`src/hw/rtl/ilie_pkg.sv`:
```
// ----------------------------------------------------------------------------
// ilie_pkg: shared types and constants for the indexed list block
// Operation and status codes, field widths, the controller state type and
// the command bundle from controller to datapath.
// ----------------------------------------------------------------------------
`default_nettype none

package ilie_pkg;

	localparam int CAPACITY_DEF = 16;

	localparam int KIND_W   = 3;
	localparam int POS_W    = 5;
	localparam int WORD_W   = 32;
	localparam int STATUS_W = 2;
	localparam int COUNT_W  = 5;

	localparam logic [KIND_W-1:0] KIND_APPEND = 3'd0;
	localparam logic [KIND_W-1:0] KIND_INSERT = 3'd1;
	localparam logic [KIND_W-1:0] KIND_ERASE  = 3'd2;
	localparam logic [KIND_W-1:0] KIND_DROP   = 3'd3;
	localparam logic [KIND_W-1:0] KIND_READ   = 3'd4;

	localparam logic [STATUS_W-1:0] ST_OK    = 2'd0;
	localparam logic [STATUS_W-1:0] ST_FULL  = 2'd1;
	localparam logic [STATUS_W-1:0] ST_RANGE = 2'd2;
	localparam logic [STATUS_W-1:0] ST_EMPTY = 2'd3;

	typedef enum logic [1:0] {
		S_IDLE = 2'b01,
		S_EXEC = 2'b10
	} ctrl_state_t;

	typedef struct packed {
		logic load;   // capture the request fields
		logic exec;   // commit the operation and load the result register
	} dp_cmd_t;

endpackage

`default_nettype wire

```
`src/hw/rtl/ilie_ctrl.sv`:
```
// ----------------------------------------------------------------------------
// ilie_ctrl: request sequencer
// Takes a request, then executes it once the result register is free.
// ----------------------------------------------------------------------------
`default_nettype none

module ilie_ctrl (
	input  wire logic             clk,
	input  wire logic             arst_n,
	input  wire logic             in_valid,
	output logic                  in_ready,
	output logic                  out_valid,
	input  wire logic             out_ready,
	output ilie_pkg::dp_cmd_t     cmd
);
	import ilie_pkg::*;

	ctrl_state_t state_q;
	logic        out_valid_q;
	logic        slot_free;

	assign in_ready  = (state_q == S_IDLE);
	assign out_valid = out_valid_q;
	assign slot_free = !out_valid_q || out_ready;

	always_comb begin
		cmd.load = in_valid && in_ready;
		cmd.exec = (state_q == S_EXEC) && slot_free;
	end

	always_ff @(posedge clk or negedge arst_n) begin
		if (!arst_n) begin
			state_q     <= S_IDLE;
			out_valid_q <= 1'b0;
		end else begin
			unique case (state_q)
				S_IDLE: begin
					if (cmd.load) state_q <= S_EXEC;
				end
				S_EXEC: begin
					if (cmd.exec) state_q <= S_IDLE;
				end
				default: state_q <= S_IDLE;
			endcase
			if (cmd.exec) begin
				out_valid_q <= 1'b1;
			end else if (out_ready) begin
				out_valid_q <= 1'b0;
			end
		end
	end

endmodule

`default_nettype wire

```
`src/hw/rtl/ilie_dp.sv`:
```
// ----------------------------------------------------------------------------
// ilie_dp: list datapath
// Request registers, a row of entry cells that all shift up or down together,
// the entry count and the result register.
// ----------------------------------------------------------------------------
`default_nettype none

module ilie_dp #(
	parameter int CAPACITY = ilie_pkg::CAPACITY_DEF
) (
	input  wire logic                          clk,
	input  wire logic                          arst_n,
	input  wire ilie_pkg::dp_cmd_t             cmd,
	input  wire logic [ilie_pkg::KIND_W-1:0]   kind,
	input  wire logic [ilie_pkg::POS_W-1:0]    position,
	input  wire logic signed [ilie_pkg::WORD_W-1:0] value,
	output logic [ilie_pkg::STATUS_W-1:0]      status,
	output logic signed [ilie_pkg::WORD_W-1:0] read_value,
	output logic [ilie_pkg::COUNT_W-1:0]       count
);
	import ilie_pkg::*;

	localparam int CW = $clog2(CAPACITY + 1);
	localparam int IW = $clog2(CAPACITY);
	localparam int PW = (CW > POS_W) ? CW : POS_W;

	logic [KIND_W-1:0]   kind_q;
	logic [POS_W-1:0]    pos_q;
	logic [WORD_W-1:0]   value_q;
	logic [WORD_W-1:0]   entries_q [CAPACITY];
	logic [CW-1:0]       used_q;

	logic [STATUS_W-1:0] status_q;
	logic [WORD_W-1:0]   read_value_q;
	logic [COUNT_W-1:0]  count_q;

	logic [PW-1:0]       pos_w;
	logic [PW-1:0]       n_w;
	logic [IW-1:0]       rd_idx;
	logic                full;
	logic [CW-1:0]       used_nxt;
	logic [STATUS_W-1:0] status_nxt;
	logic [WORD_W-1:0]   rd_nxt;
	logic                wr_app;
	logic                shift_up;
	logic                shift_dn;

	assign pos_w  = PW'(pos_q);
	assign n_w    = PW'(used_q);
	assign rd_idx = pos_w[IW-1:0];
	assign full   = (n_w >= PW'(CAPACITY));

	always_comb begin
		used_nxt   = used_q;
		status_nxt = ST_OK;
		rd_nxt     = '0;
		wr_app     = 1'b0;
		shift_up   = 1'b0;
		shift_dn   = 1'b0;
		unique case (kind_q)
			KIND_APPEND: begin
				if (full) begin
					status_nxt = ST_FULL;
				end else begin
					wr_app   = 1'b1;
					used_nxt = CW'(used_q + 1'b1);
				end
			end
			KIND_INSERT: begin
				if (full) begin
					status_nxt = ST_FULL;
				end else if (pos_w > n_w) begin
					status_nxt = ST_RANGE;
					rd_nxt     = '1;
				end else begin
					shift_up = 1'b1;
					used_nxt = CW'(used_q + 1'b1);
				end
			end
			KIND_ERASE: begin
				if (pos_w >= n_w) begin
					status_nxt = ST_RANGE;
					rd_nxt     = '1;
				end else begin
					shift_dn = 1'b1;
					used_nxt = CW'(used_q - 1'b1);
				end
			end
			KIND_DROP: begin
				if (used_q == '0) begin
					status_nxt = ST_EMPTY;
				end else begin
					used_nxt = CW'(used_q - 1'b1);
				end
			end
			KIND_READ: begin
				if (pos_w >= n_w) begin
					status_nxt = ST_RANGE;
					rd_nxt     = '1;
				end else begin
					rd_nxt = entries_q[rd_idx];
				end
			end
			default: begin
			end
		endcase
	end

	// Entry cells: each one loads the new word or a neighbor's word.
	for (genvar i = 0; i < CAPACITY; i++) begin : g_cell
		logic [WORD_W-1:0] below;
		logic [WORD_W-1:0] above;
		if (i > 0) begin : g_below
			assign below = entries_q[i-1];
		end else begin : g_no_below
			assign below = '0;
		end
		if (i < CAPACITY - 1) begin : g_above
			assign above = entries_q[i+1];
		end else begin : g_no_above
			assign above = '0;
		end

		always_ff @(posedge clk) begin
			if (cmd.exec) begin
				if (wr_app && (n_w == PW'(i))) begin
					entries_q[i] <= value_q;
				end else if (shift_up && (pos_w == PW'(i))) begin
					entries_q[i] <= value_q;
				end else if (shift_up && (pos_w < PW'(i))) begin
					entries_q[i] <= below;
				end else if (shift_dn && (pos_w <= PW'(i)) && (i < CAPACITY - 1)) begin
					entries_q[i] <= above;
				end
			end
		end
	end

	always_ff @(posedge clk or negedge arst_n) begin
		if (!arst_n) begin
			used_q <= '0;
		end else if (cmd.exec) begin
			used_q <= used_nxt;
		end
	end

	always_ff @(posedge clk) begin
		if (cmd.load) begin
			kind_q  <= kind;
			pos_q   <= position;
			value_q <= value;
		end
		if (cmd.exec) begin
			status_q     <= status_nxt;
			read_value_q <= rd_nxt;
			count_q      <= COUNT_W'(used_nxt);
		end
	end

	assign status     = status_q;
	assign read_value = read_value_q;
	assign count      = count_q;

endmodule

`default_nettype wire

```
`src/hw/rtl/indexed_list_insert_erase.sv`:
```
// ----------------------------------------------------------------------------
// indexed_list_insert_erase: bounded ordered list of signed 32-bit words
// Append, insert, erase, drop-last and read on a list held in a row of cells.
// ----------------------------------------------------------------------------
// Usage:
//   Input channel (in_valid/in_ready) carries one request: kind, position and
//   value. Output channel (out_valid/out_ready) returns one result per request:
//   status, read_value and the entry count after the request.
//   A transferred request is held in the request registers; the execute
//   state then loads its result into the result register once it is free.
//   A new request is taken only after the held one has executed; the request
//   register and the execute step of the single cell row set this.
//   Insert and erase shift every later entry in the same cycle; the entry
//   cells load from their neighbors, so no operation iterates.
//   Stall: while out_ready is low the finished result holds in its register;
//   one further request is still taken and waits in the execute state until
//   the result register frees up.
//   Reset (arst_n low): the list empties, out_valid drops and in_ready rises.
//   Entry contents are not cleared; only entries below the count are ever read.
// ----------------------------------------------------------------------------
`default_nettype none

module indexed_list_insert_erase #(
	parameter int CAPACITY = ilie_pkg::CAPACITY_DEF
) (
	input  wire logic                               clk,
	input  wire logic                               arst_n,
	input  wire logic                               in_valid,
	output logic                                    in_ready,
	input  wire logic [ilie_pkg::KIND_W-1:0]        kind,
	input  wire logic [ilie_pkg::POS_W-1:0]         position,
	input  wire logic signed [ilie_pkg::WORD_W-1:0] value,
	output logic                                    out_valid,
	input  wire logic                               out_ready,
	output logic [ilie_pkg::STATUS_W-1:0]           status,
	output logic signed [ilie_pkg::WORD_W-1:0]      read_value,
	output logic [ilie_pkg::COUNT_W-1:0]            count
);
	import ilie_pkg::*;

	// Command bundle: load the request, then execute it into the result.
	dp_cmd_t cmd;

	// Sequencer: owns both handshakes.
	ilie_ctrl u_ctrl (
		.clk       (clk),
		.arst_n    (arst_n),
		.in_valid  (in_valid),
		.in_ready  (in_ready),
		.out_valid (out_valid),
		.out_ready (out_ready),
		.cmd       (cmd)
	);

	// Datapath: cells, count and result register.
	ilie_dp #(
		.CAPACITY (CAPACITY)
	) u_dp (
		.clk        (clk),
		.arst_n     (arst_n),
		.cmd        (cmd),
		.kind       (kind),
		.position   (position),
		.value      (value),
		.status     (status),
		.read_value (read_value),
		.count      (count)
	);

endmodule

`default_nettype wire

```
`config.mk`:
```
export PLATFORM = sky130hd
export DESIGN_NAME = indexed_list_insert_erase
export DESIGN_NICKNAME = d
export VERILOG_FILES = /design/src/hw/rtl/ilie_pkg.sv /design/src/hw/rtl/ilie_ctrl.sv /design/src/hw/rtl/ilie_dp.sv /design/src/hw/rtl/indexed_list_insert_erase.sv
export SDC_FILE = /design/constraint.sdc
export NUM_CORES = 1
export LEC_CHECK = 0
export BUFFER_PORTS_ARGS = -buffer_cell sky130_fd_sc_hd__buf_4
export CAP_MARGIN = 20
export CORE_MARGIN = 1.5
export CORE_UTILIZATION = 59
export DETAILED_ROUTE_END_ITERATION = 10
export PLACE_DENSITY_LB_ADDON = 0.25
export SLEW_MARGIN = 20
export SYNTH_ARGS = -nofsm -noshare
export SYNTH_HDL_FRONTEND = slang
export SYNTH_HIERARCHICAL = 1
export SYNTH_SLANG_ARGS = --single-unit
```
`constraint.sdc`:
```
create_clock -name clk -period 9.1 [get_ports clk]
set_clock_uncertainty 0.2 [all_clocks]
set_input_delay 1.82 -clock clk [delete_from_list [all_inputs] [get_ports clk]]
set_output_delay 1.82 -clock clk [all_outputs]
set_load 0.02 [all_outputs]
```
==> results.cfg <==
[status]
outcome = completed

[clock_tree]
cts-root-buf = clkbuf_16
cts_resized = 0
cts_setup_buffers = 0
cts_made_buffers = 67
hold_buffers = 0
h-tree-depth = 3
cts_tree = yes
clockBufferDepth = 3
clkSinkCount = 603
clock_latency_ns = 0.65
clk_pin_slew_worst_paths_ns = 0.06

[logic_synthesis]
synth_common_cells = edfxtp_1, nor2_1, nand2_1
synth-edff-count = 591
yosys.cell_types.count = 57
ys_seq_elements = 603
ys_seq_area_share_pct = 53.8
syn_area_um2 = 33500
yosysTopAreaCell = edfxtp_1
synth_nets = 2984
synth_cells = 2929
synthMostInstantiatedCell = edfxtp_1
synth.avg_cell_area_um2 = 11.4
synth_area_leaders = edfxtp_1, mux4_2, mux2i_1
ys_async_sr_fraction_pct = 1.33
synth_ff_type = edfxtp_1
yosys_warnings = 6
synth_top_area_share_pct = 53.0

[critical_path]
cp_cell_sequence = buf_4 -> nand2b_1 -> nor2b_4 -> buf_4 -> nand2_1 -> or4_2 -> o211ai_1 -> buf_4
critPathBufInv = 3
cpMaxStageDelayCell = or4_2
critPathKind = input port to flip-flop
cp.arrival_ns = 5.35
worstPathMaxFanout = 60
critPathMaxStageDelay_ns = 1.15
start_kind = input port
critPathTopFamily = simple AND/OR/NAND/NOR gates
required_ns = 9.17
endpoint_kind = flip-flop
r2r_start = u_dp/n_w[4]
critPathLaunch = out_ready
critical_path.most_common_cell = buf_4

[detailed_routing]
wl_met2_um = 48500
dr.pass1.iters = 6
antenna_left = 0
top_layer_used = met5
routedWlPerCell_um = 28.4
drc_errors = 0
wl_um = 105000
vias = 25800
vias_per_cell = 6.95
drt_iter0_markers = 3109
dr_wl_met3_um = 11900
wl_met1_um = 38200

[timing]
post-route-period-util_pct = 58.0
fin_crit_ns = 5.28
fin_setup_tns_ns = 0
slew_viol_final = 0
hold_violations = 0
slew_headroom_pct = 23.2
timing.fmax_mhz = 189
worst_pin_slew_ns = 1.15
rsz0062_at_grt = no
setup_viol = 0

[floorplanning]
rows = 87
die_area_um2 = 58200
die_h_um = 241
die_w_um = 241
boundaryPins = 85
start_util_pct = 59.5
core-area_um2 = 56300

[global_routing]
grt_usage_pct = 36.6
grt_pass1_wl_um = 156000
antenna_found_initial = 2
grt_max_degree = 66
grt_pass1_vias = 25000
overflow = 0

[power]
p_leak_nw = 14.6
ir_worst_vdd_mv = 0.210
power_density_nw_per_um2 = 190
power_mw = 7.03

[finish]
final_net_count = 2948
syn_to_final_growth_pct = 10.6
drive_gt1_share_pct = 16.4

[worst_hold_path]
hp-class = flip-flop to flip-flop
worstHoldStart = u_dp/entries_q[15][20]

[place]
routabilityCongestion = 0.919
portBuffers = 84
hpwl_um = 62500

[run]
cap_viol_max_count = 0
==> state kept, by name (all words and copies together) (netlist names), named ones only <==
| signal | count |
|---|---|
| u_dp/status | 2 |
| u_ctrl/state_q | 2 |
| u_ctrl/out_valid | 1 |
| u_dp/kind_q | 3 |
| u_dp/pos_q | 5 |
| u_dp/read_value | 32 |
| u_dp/value_q | 32 |
| u_dp/count | 5 |
| u_dp/n_w | 5 |
| u_dp/entries_q | 512 |
==> cell type report <==
class | instances | area (um^2)
timing repair buffer | 156 | 1230
sequential | 603 | 18000
fill | 4155 | 19200
clock inverter | 42 | 478
tap | 756 | 946
multi-input combinational | 1992 | 14300
antenna | 1 | 2.50
clock buffer | 80 | 1770
inverter | 73 | 274
==> placed cells by master, fill, tap and decap left out, types with 4 or more instances in the layout <==
cell type  instances
o2111ai_4          5
a21o_1             4
and3_1             6
bufinv_16         10
a31oi_1          134
clkinv_1          17
nand3_1           10
a211oi_1          33
o31ai_1            4
and2_1             4
a21oi_1          204
inv_1             73
nand4_1           24
nor3_1             9
mux2_2            27
clkbuf_1          11
o21ai_0          168
mux2_1            10
dfrtp_1            7
clkbuf_16         69
nand2b_1           9
clkinv_2           8
nor2b_1            4
nor2_1           408
nand2_1          400
nor4_4             4
o211ai_1           4
mux2i_1          288
ha_1              11
buf_4            153
mux4_2           160
edfxtp_1         591
==> worst min-delay path, stage by stage, from the launching register on <==
cell and delay (ns):
edfxtp_1 0.34, nand2_1 0.05, o21ai_0 0.06
==> path summary, 6_finish.rpt <==
| path | endpoint | depth (start not counted) | slack, ns |
|---|---|---|---|
| max | u_dp/entries_q[4][7] | 8 | 3.82 |
| min | u_dp/entries_q[14][20] | 2 | 0.35 |
| max reg2reg | u_dp/entries_q[14][7] | 10 | 3.95 |
| min reg2reg | u_dp/entries_q[14][20] | 2 | 0.35 |
| max in group asynchronous | u_ctrl/state_q[0] | 1 | 7.66 |
| min in group asynchronous | u_dp/n_w[2] | 1 | 0.81 |
==> logic make-up (layout without fill, tap and decap cells) <==
group	Yosys count	count (layout)	share of synthesized area, %
mux	485	485	20.6
simple gates	910	910	11.0
other cells	0	1	0
flops	603	603	53.8
fa+ha+maj	11	11	0.411
xor+xnor	3	3	0.0784
buf+inv	334	351	4.22
compound gates	583	583	9.92
==> per-stage QoR <==
stage          hold slack, ns  std cells  cell area, um^2  setup slack, ns  util, %
4_1_cts                 0.354       3701            37000             3.91     65.8
2_1_floorplan           0.316       2929            33500          0.00467        -
5_1_grt                 0.380       3702            37000             3.74     65.8
6_report                0.351       3703            37000             3.82     65.8
3_5_place_dp            0.342       3579            34800             3.29     61.8
3_3_place_gp            0.328       3577            34700             3.35     61.7
==> where the power goes <==
part           switching (mW)  leakage [nW]  internal, mW
Combinational           0.529          8.05         0.414
Sequential              0.132          5.47          3.14
Clock                    1.14          1.09          1.67
==> per-layer routing <==
metal / vias to the layer above / global-route usage [%]
met1: 12600 / 48.3
met4: 2 / 21.1
met3: 379 / 7.13
li1: 10900 / -
met2: 1899 / 57.0
met5: - / 0
(Power assumes the default switching activity.)
